[src/hdl/pss_pkg.sv]
// ----------------------------------------------------------------------------
// Palette slot swap search package
// Shared types, codes and saturating helpers for the slot search block.
// ----------------------------------------------------------------------------
package pss_pkg;

    typedef enum logic [3:0] {
        ST_IDLE,
        ST_SCAN,
        ST_ACC_RD,
        ST_ACC_WR,
        ST_SR_RD,
        ST_SR_CHK,
        ST_DIV_GO,
        ST_DIV_WAIT,
        ST_PIX,
        ST_RED,
        ST_DONE
    } pss_state_t;

    localparam logic CMD_PALETTE = 1'b0;
    localparam logic CMD_PIXEL   = 1'b1;

    localparam logic [1:0] COMP_L = 2'd0;
    localparam logic [1:0] COMP_A = 2'd1;
    localparam logic [1:0] COMP_B = 2'd2;

    localparam logic [31:0] MIN_WEIGHT = 32'd17;
    localparam logic signed [62:0] RED_MAX = 63'sh3FFF_FFFF_FFFF_FFFF;
    localparam logic signed [62:0] RED_MIN = {1'b1, 62'h0};
    localparam logic signed [62:0] START_THRESHOLD = 63'sh7FFF_FC00_0000_0000;

    typedef struct packed {
        logic signed [47:0] sum_l;
        logic signed [47:0] sum_a;
        logic signed [47:0] sum_b;
        logic [63:0]        sum_err;
        logic [31:0]        sum_w;
    } acc_entry_t;

    typedef struct packed {
        logic signed [15:0] l;
        logic signed [15:0] a;
        logic signed [15:0] b;
        logic [15:0]        w;
        logic [7:0]         slot;
    } pix_entry_t;

    typedef struct packed {
        logic               ovf;
        logic signed [47:0] val;
    } sat48_t;

    typedef struct packed {
        logic        ovf;
        logic [63:0] val;
    } sat64_t;

    typedef struct packed {
        logic               done;
        logic signed [15:0] quotient;
    } div_res_t;

    function automatic sat48_t add48(input logic signed [47:0] a,
                                     input logic signed [32:0] b);
        logic signed [48:0] s;
        sat48_t r;
        s = {a[47], a} + 49'(b);
        r.ovf = (s[48] != s[47]);
        if (!r.ovf) begin
            r.val = s[47:0];
        end else if (s[48]) begin
            r.val = {1'b1, 47'h0};
        end else begin
            r.val = {1'b0, {47{1'b1}}};
        end
        return r;
    endfunction

    function automatic sat64_t add64u(input logic [63:0] a, input logic [63:0] b);
        logic [64:0] s;
        sat64_t r;
        s = {1'b0, a} + {1'b0, b};
        r.ovf = s[64];
        r.val = s[64] ? {64{1'b1}} : s[63:0];
        return r;
    endfunction

endpackage

[src/hdl/pss_div.sv]
// ----------------------------------------------------------------------------
// Centroid divider
// Restoring signed-by-unsigned division, one quotient bit per cycle,
// truncating toward zero and clamping the result to 16 signed bits.
// ----------------------------------------------------------------------------
module pss_div (
    input  logic                      aclk,
    input  logic                      aresetn,
    input  logic                      start,
    input  logic signed [47:0]        dividend,
    input  logic [31:0]               divisor,
    output pss_pkg::div_res_t         res
);
    import pss_pkg::*;

    logic        busy_reg;
    logic        done_reg;
    logic [5:0]  cnt_reg;
    logic [31:0] rem_reg;
    logic [47:0] quo_reg;
    logic [31:0] dvs_reg;
    logic        neg_reg;
    logic [32:0] trial;
    logic        fits;

    assign trial = {rem_reg, quo_reg[47]};
    assign fits  = (trial >= {1'b0, dvs_reg});

    always_ff @(posedge aclk) begin
        if (!aresetn) begin
            busy_reg <= 1'b0;
            done_reg <= 1'b0;
            cnt_reg  <= '0;
        end else begin
            done_reg <= 1'b0;
            if (start) begin
                busy_reg <= 1'b1;
                cnt_reg  <= 6'd48;
            end else if (busy_reg) begin
                cnt_reg <= cnt_reg - 6'd1;
                if (cnt_reg == 6'd1) begin
                    busy_reg <= 1'b0;
                    done_reg <= 1'b1;
                end
            end
        end
    end

    always_ff @(posedge aclk) begin
        if (start) begin
            rem_reg <= '0;
            quo_reg <= dividend[47] ? 48'(-dividend) : 48'(dividend);
            dvs_reg <= divisor;
            neg_reg <= dividend[47];
        end else if (busy_reg) begin
            if (fits) begin
                rem_reg <= 32'(trial - {1'b0, dvs_reg});
                quo_reg <= {quo_reg[46:0], 1'b1};
            end else begin
                rem_reg <= trial[31:0];
                quo_reg <= {quo_reg[46:0], 1'b0};
            end
        end
    end

    always_comb begin
        res.done = done_reg;
        if (neg_reg) begin
            if (quo_reg > 48'd32768) begin
                res.quotient = 16'sh8000;
            end else begin
                res.quotient = 16'(-quo_reg[15:0]);
            end
        end else begin
            if (quo_reg > 48'd32767) begin
                res.quotient = 16'sh7FFF;
            end else begin
                res.quotient = quo_reg[15:0];
            end
        end
    end

endmodule

[config.mk]
export PLATFORM = sky130hd
export DESIGN_NAME = pss_div
export DESIGN_NICKNAME = d
export VERILOG_FILES = /design/src/hdl/pss_pkg.sv /design/src/hdl/pss_div.sv
export SDC_FILE = /design/constraint.sdc
export NUM_CORES = 1
export LEC_CHECK = 0
export ABC_AREA = 0
export BUFFER_PORTS_ARGS = -buffer_cell sky130_fd_sc_hd__clkbuf_2
export CAP_MARGIN = 10
export CORE_ASPECT_RATIO = 0.7
export CORE_MARGIN = 10
export CORE_UTILIZATION = 50
export CTS_CLUSTER_SIZE = 14
export DETAILED_ROUTE_END_ITERATION = 12
export PLACE_DENSITY = 0.78
export SETUP_SLACK_MARGIN = 0.2
export SYNTH_ARGS = -nofsm -noshare
export SYNTH_HDL_FRONTEND = slang
export SYNTH_SLANG_ARGS = --single-unit
[constraint.sdc]
create_clock -name aclk -period 10.86 [get_ports aclk]
set_clock_uncertainty 0.2 [all_clocks]
set_input_delay 2.172 -clock aclk [delete_from_list [all_inputs] [get_ports aclk]]
set_output_delay 2.172 -clock aclk [all_outputs]
set_load 0.02 [all_outputs]
### Word level (Yosys, flattened, before mapping)

Cells that the tools add are included.

* register bits after elaboration: 121
* bits of input ports: 83
* output and inout port bits: 17
* word-level logic and storage cells: 35

* add/subtract/negate cells: 4
* $lt $le $gt $ge: 3
* eq/ne operators: 1
* mux-type cells: 14
* bitwise logic cells: 2
* reductions and logical operators: 3

Operators by type and width (count)
* $mux W48: 3
* $gt A48 B15 Y1 const B: 1
* $gt A48 B16 Y1 const B: 1
* $mux W16: 3
* $neg A48 Y48: 1
* $ge A33 B32 Y1: 1
* $mux W32: 1
* $sub A32 B32 Y32: 1
* $neg A16 Y16: 1
* $mux W6: 2
* $eq A6 B1 Y1 const B: 1
* $sub A6 B1 Y6 const B: 1
* $mux W1: 5
* $reduce_or A3 Y1: 1
* $not A1 Y1: 2
* $reduce_bool A2 Y1: 1
* $reduce_or A2 Y1: 1

### Longest topological paths before layout

Gate-level depths: netlist of the first run.

* depth in word-level cells: 4
* depth in mapped cells: 13
* mapped depth without buffers: 11

### Least setup slack after synthesis of the first run

Ideal clock, no wire load.

* path kind: reg-to-output
* start: register quo_reg[0]
* end: output port res[10] (netlist name)
* data arrival time: 3.084 ns
* data required time: 8.488 ns
* setup slack: 5.404 ns
* cell stages (with the launch flop): 10
* cell sequence: edfxtp_1 > inv_1 > ha_1 > nor3b_1 > nand4_1 > or3_1 > o41ai_1 > nand3_1 > clkbuf_1 > o311ai_0

RTL lines
* start: declaration: line pss_div.sv:20 `logic [47:0] quo_reg;`
* start signal: assignment: line pss_div.sv:52 `quo_reg <= dividend[47] ? 48'(-dividend) : 48'(dividend);`
* start signal: assignment: line pss_div.sv:58 `quo_reg <= {quo_reg[46:0], 1'b1};`
* start signal: assignment: line pss_div.sv:61 `quo_reg <= {quo_reg[46:0], 1'b0};`
* end: declaration: line pss_div.sv:12 `output pss_pkg::div_res_t res`

==> flow_metrics.tcl, run 1 <==
set metrics [dict create \
    yosysWarnings 0 \
    slew_viol_final 0 \
    use_met2 0.256 \
    max_stage_delay_ns 0.55 \
    ys.flop_type "edfxtp_1" \
    min_period_over_period 0.577 \
    setup_viol 0 \
    cts_buffers 17 \
    totalWireLength_um 21300 \
    synth_cell_type_count 63 \
    synth_nets 1077 \
    preCtsSetupSlack_ns 5.09 \
    rows 39 \
    placed_area_mm2 0.00899 \
    async_flop_share 0 \
    grt_first_pass_wirelength_um 34600 \
    internal-power_w 0.00101 \
    crit_required_ns 8.49 \
    critPathKind "flop to primary output" \
    start_util 0.511 \
    drtIter0Drc 780 \
    grt_overflow_total 0 \
    status "complete, no violations" \
    hpwl_um 15800 \
    cap_violations 0 \
    final_area_mm2 0.00960 \
    grt_setup_unrepaired "false" \
    largest_reg_flops 48 \
    avgSynthCellArea_um2 8.74 \
    cts_root_buf "clkbuf_16" \
    viasPerCell 5.77 \
    gp_congestion 0.927 \
    path_buf_inv 2 \
    layout.nets 1149 \
    cp_cell_sequence "inv_1 > ha_1 > nor3b_1 > nand4_1 > or3_1 > o41ai_1 > nand3_1 > or3b_2 > nand3_1 > clkbuf_2" \
    endpoint_kind "primary output" \
    cpMaxStageDelayCell "or3b_2" \
    multi_input_area_mm2 0.00472 \
    holdWs_ns 0.274 \
    grt_pass1_vias 6764 \
    hp-class "flop to flop" \
    finalSetupTns_ns 0 \
    pwr-share-seq 0.403 \
    p_comb_frac 0.184 \
    syn_area_mm2 0.00836 \
    peakVddDrop_uv 107 \
    critical_path_peak_fanout 11 \
    fp.dieH_um 128 \
    core_mm2 0.0163 \
    grt_usage 0.189 \
    wl_per_cell_um 16.8 \
    p_total_w 0.00142 \
    startpoint_type "flop" \
    ant_nets 0 \
    tightest_slew_ns 1.19 \
    die_w_um 175 \
    ys_seq_area_frac 0.387 \
    path_clk_slew_ns 0.06 \
    die_area_mm2 0.0224 \
    portBuffers 99 \
    fillCellCount 1458 \
    num_vias 7316 \
    cp_common_cell "nand3_1" \
    p_sw_w 0.000405 \
    antenna_found_initial 0 \
    seq_area_mm2 0.00323 \
    fin_ws_ns 4.59 \
    clock-sinks 121 \
    drive_gt1_frac 0.160 \
    critPathTopFamily "simple AND/OR/NAND/NOR gates" \
    use_met1 0.287 \
    htree_levels 4 \
    finalCriticalPeriod_ns 6.27 \
    busiest_layer "met1" \
    grt_start_max_net_pins 64 \
    insertion_delay_ns 0.42 \
    finalHoldViolations 0 \
    cts_tree "yes" \
    num_antenna_cells 0 \
    pwr-share-clk 0.413 \
    pin_count 100 \
    synth_edf_count 81 \
    critPathArrivalTime_ns 3.90 \
    drc_errors 0 \
    cts.repair.resized 0 \
    drt_first_pass_iters 5 \
    power_density_mw_per_mm2 148 \
    ys_seq_elements 121 \
    clockBufferDepth 2 \
    hold_buffers 0 \
    p_leak_nw 3.78 \
    postSynthCellCount 957 \
    syn_to_final_growth_pct 14.8 \
    slew_headroom 0.202 \
    fmax_ghz 0.159 \
    postCtsSetupBuffers 0 \
    swShare 0.286 \
    use_met3 0.0436 \
]
==> cell families after synthesis <==
group	synth area share
buffers and inverters	0.0495
AOI/OAI and AO/OA	0.192
muxes	0.0560
and+or+nand+nor	0.184
adders and majority gates	0.0563
xor gates and xnor gates	0.0754
DFF	0.387
==> final timing paths <==
path / from / endpoint / slack (ns) / depth (start not counted)
hold reg to reg: rem_reg[31] / rem_reg[31] / 0.27 / 2
setup / recovery: quo_reg[0] / res[7] / 4.59 / 10
hold / removal: rem_reg[31] / rem_reg[31] / 0.27 / 2
setup reg to reg: rem_reg[21] / rem_reg[13] / 7.01 / 10
==> Yosys cell counts (all sizes together) (25+ instances only) <==
library cell / instances / share of area
nand2: 82 / 0.037
o21ai: 61 / 0.037
dfxtp: 40 / 0.096
mux2i: 25 / 0.030
ha: 36 / 0.054
xor2: 36 / 0.038
inv: 57 / 0.026
nor2: 107 / 0.048
a21oi: 77 / 0.047
xnor2: 36 / 0.038
clkbuf: 43 / 0.019
edfxtp: 81 / 0.29
==> worst min-delay path: stages (launching register included) <==
cell and delay [ns]:
dfxtp_1 0.33, nand2_1 0.05, o221ai_1 0.06
==> routing by layer <==
layer / vias up / wire length (µm)
met3: 15 / 1560
met2: 241 / 8510
met4: 0 / 210
li1: 3643 / -
met1: 3417 / 11000
met5: - / 0
==> final cells by class <==
cell class              instances  share of cell area
repair buffers                104              0.0558
clock inverters                13              0.0176
inverters                      57              0.0223
flip-flops and latches        121               0.337
multi-input cells             728               0.492
well taps                     225              0.0293
clock buffers                  19              0.0461
==> power groups by stage <==
stage          sequential, W  combinational [W]  clock [W]
2_1_floorplan       0.000566           0.000187          0
3_3_place_gp        0.000577           0.000252          0
4_1_cts             0.000570           0.000258   0.000597
3_5_place_dp        0.000578           0.000257          0
5_1_grt             0.000575           0.000292   0.000615
6_report            0.000571           0.000261   0.000586
==> layout by cell type, fill, tap and decap left out, types with 36 or more instances in the layout <==
cell type  synthesis  final
nor2_1           107    107
clkbuf_2           0     98
nand2_1           82     82
edfxtp_1          81     81
a21oi_1           76     76
o21ai_0           61     60
inv_1             57     56
dfxtp_1           40     40
xnor2_1           36     36
xor2_1            36     36
ha_1              36     36
==> per-stage QoR <==
step                       util  std cells
after global placement    0.550       1235
after CTS                 0.587       1267
after global routing      0.587       1267
final                     0.587       1267
after floorplan               -        957
after detailed placement  0.550       1235
(Power assumes the default switching activity.)
==> run 2: changes to the inputs <==
PLACE_DENSITY = 0.81   (was 0.78)
clock period = 5.1 ns   (was 10.86 ns; I/O delays follow)
==> run 2 against run 1 <==
Global-route usage shrank 0.29 points. Cell area is essentially flat. Non-clock buffer count is the same. Utilization is essentially flat. Combinational power grew 110%. Cell count is the same. Worst hold slack gained 0.0086 ns. Critical path depth is the same. Count of clock-buffer cells in the layout is the same. Wire length shrank 0.78%. Total power grew 110%. First-iteration DRC count shrank 2.4%.
==> flow_metrics.tcl, run 2 (synthesis gave the netlist of run 1 again) <==
set metrics [dict create \
    status "complete, no violations" \
    min_period_over_period 0.911 \
    drive_gt1_frac 0.165 \
    gp_congestion 0.947 \
    grt_pass1_vias 6810 \
    die_w_um 175 \
    hold_buffers 0 \
    syn_to_final_growth_pct 14.7 \
    swShare 0.301 \
    p_leak_nw 3.77 \
    setup_viol 0 \
    critPathKind "flop to primary output" \
    final_cell_mix "nor2_1, clkbuf_2, nand2_1" \
    antenna_found_initial 0 \
    final_area_mm2 0.00959 \
    internal-power_w 0.00205 \
    viasPerCell 5.83 \
    portBuffers 99 \
    path_clk_slew_ns 0.06 \
    grt_start_max_net_pins 136 \
    finalCriticalPeriod_ns 4.64 \
    p_comb_frac 0.190 \
    cpMaxStageDelayCell "or3b_2" \
    finalSetupTns_ns 0 \
    insertion_delay_ns 0.43 \
    cts_root_buf "clkbuf_16" \
    htree_levels 4 \
    drtIter0Drc 761 \
    peakVddDrop_uv 170 \
    ant_nets 0 \
    core_mm2 0.0163 \
    totalWireLength_um 21100 \
    power_density_mw_per_mm2 305 \
    start_util 0.511 \
    crit_required_ns 3.88 \
    cap_violations 0 \
    critPathArrivalTime_ns 3.42 \
    critical_path_peak_fanout 11 \
    num_antenna_cells 0 \
    tightest_slew_ns 0.989 \
    grt_first_pass_wirelength_um 34300 \
    wl_per_cell_um 16.7 \
    slew_headroom 0.324 \
    endpoint_kind "primary output" \
    hp-class "flop to flop" \
    startpoint_type "flop" \
    finalHoldViolations 0 \
    die_area_mm2 0.0224 \
    grt_setup_unrepaired "true" \
    drt_first_pass_iters 5 \
    layout.nets 1149 \
    grt_usage 0.186 \
    placed_area_mm2 0.00900 \
    cp_cell_sequence "inv_1 > ha_1 > nor3b_2 > nand4_1 > or3_1 > o41ai_2 > nand3_2 > or3b_2 > nand3_1 > clkbuf_2" \
    hpwl_um 15500 \
    cts_tree "yes" \
    pin_count 100 \
    cts_buffers 17 \
    rows 39 \
    max_stage_delay_ns 0.51 \
    clock-sinks 121 \
    clockBufferDepth 2 \
    fp.dieH_um 128 \
    pwr-share-clk 0.395 \
    pwr-share-seq 0.415 \
    drc_errors 0 \
    num_vias 7386 \
    p_sw_w 0.000882 \
    layout_commonest_cell "nor2_1" \
    grt_overflow_total 0 \
    slew_viol_final 0 \
    largest_reg_flops 48 \
    fmax_ghz 0.215 \
]
==> run 2: through the flow <==
step / total power, W / instances / hold WS (ns) / utilization / setup slack (ns)
floorplan: 0.00160 / 957 / 0.228 / - / 0.796
global placement: 0.00176 / 1235 / 0.248 / 0.551 / 0.665
detailed placement: 0.00178 / 1235 / 0.269 / 0.551 / 0.456
CTS: 0.00294 / 1267 / 0.287 / 0.586 / 0.231
global route: 0.00306 / 1267 / 0.317 / 0.587 / 0.185
finish: 0.00293 / 1267 / 0.282 / 0.587 / 0.455
==> run 2: power by group through the flow <==
| stage | sequential (W) | clock [W] | combinational [W] |
|---|---|---|---|
| final | 0.00121 | 0.00116 | 0.000556 |
| after global routing | 0.00122 | 0.00122 | 0.000619 |
| after CTS | 0.00121 | 0.00118 | 0.000551 |
| after detailed placement | 0.00123 | 0 | 0.000546 |
| after global placement | 0.00123 | 0 | 0.000535 |
| after floorplan | 0.00121 | 0 | 0.000399 |
==> run 2: final timing paths <==
path                     from          end  cells after the start  slack, ns
setup reg to reg  rem_reg[21]   rem_reg[5]                     10       1.12
hold / removal    rem_reg[31]  rem_reg[31]                      2       0.28
hold reg to reg   rem_reg[31]  rem_reg[31]                      2       0.28
setup / recovery   quo_reg[0]       res[7]                     10       0.46
==> run 2: cell type report <==
| class | instances | area [µm²] |
|---|---|---|
| tap | 225 | 282 |
| timing repair buffer | 104 | 548 |
| sequential | 121 | 3230 |
| clock inverter | 13 | 110 |
| inverter | 57 | 214 |
| clock buffer | 19 | 464 |
| multi-input combinational | 728 | 4740 |
| fill | 1456 | 6750 |
==> run 2: what timing repair did <==
| item | in CTS | in global routing |
|---|---|---|
| pin swaps | 0 | 0 |
| buffers inserted | 0 | 0 |
| gates resized for setup | 1 | 2 |
| endpoints found under the hold margin | 0 | 0 |
| endpoints found under the setup margin | 11 | 12 |
==> run 2: per-layer routing <==
metal  up-vias  global-route usage  share of wire
li1       3646                   -              -
met1      3444               0.272           0.50
met2       269               0.256           0.40
met3        27              0.0483          0.079
met4         0              0.0641          0.015
met5         -                   0              0
==> run 2: critical path, delay by kind of cell (launching register included) <==
kind / cells / cell delay (ns)
and+or+nand+nor: 6 / 1.69
DFF: 1 / 0.42
AOI/OAI and AO/OA: 1 / 0.43
adders and majority gates: 1 / 0.18
buffers and inverters: 2 / 0.28
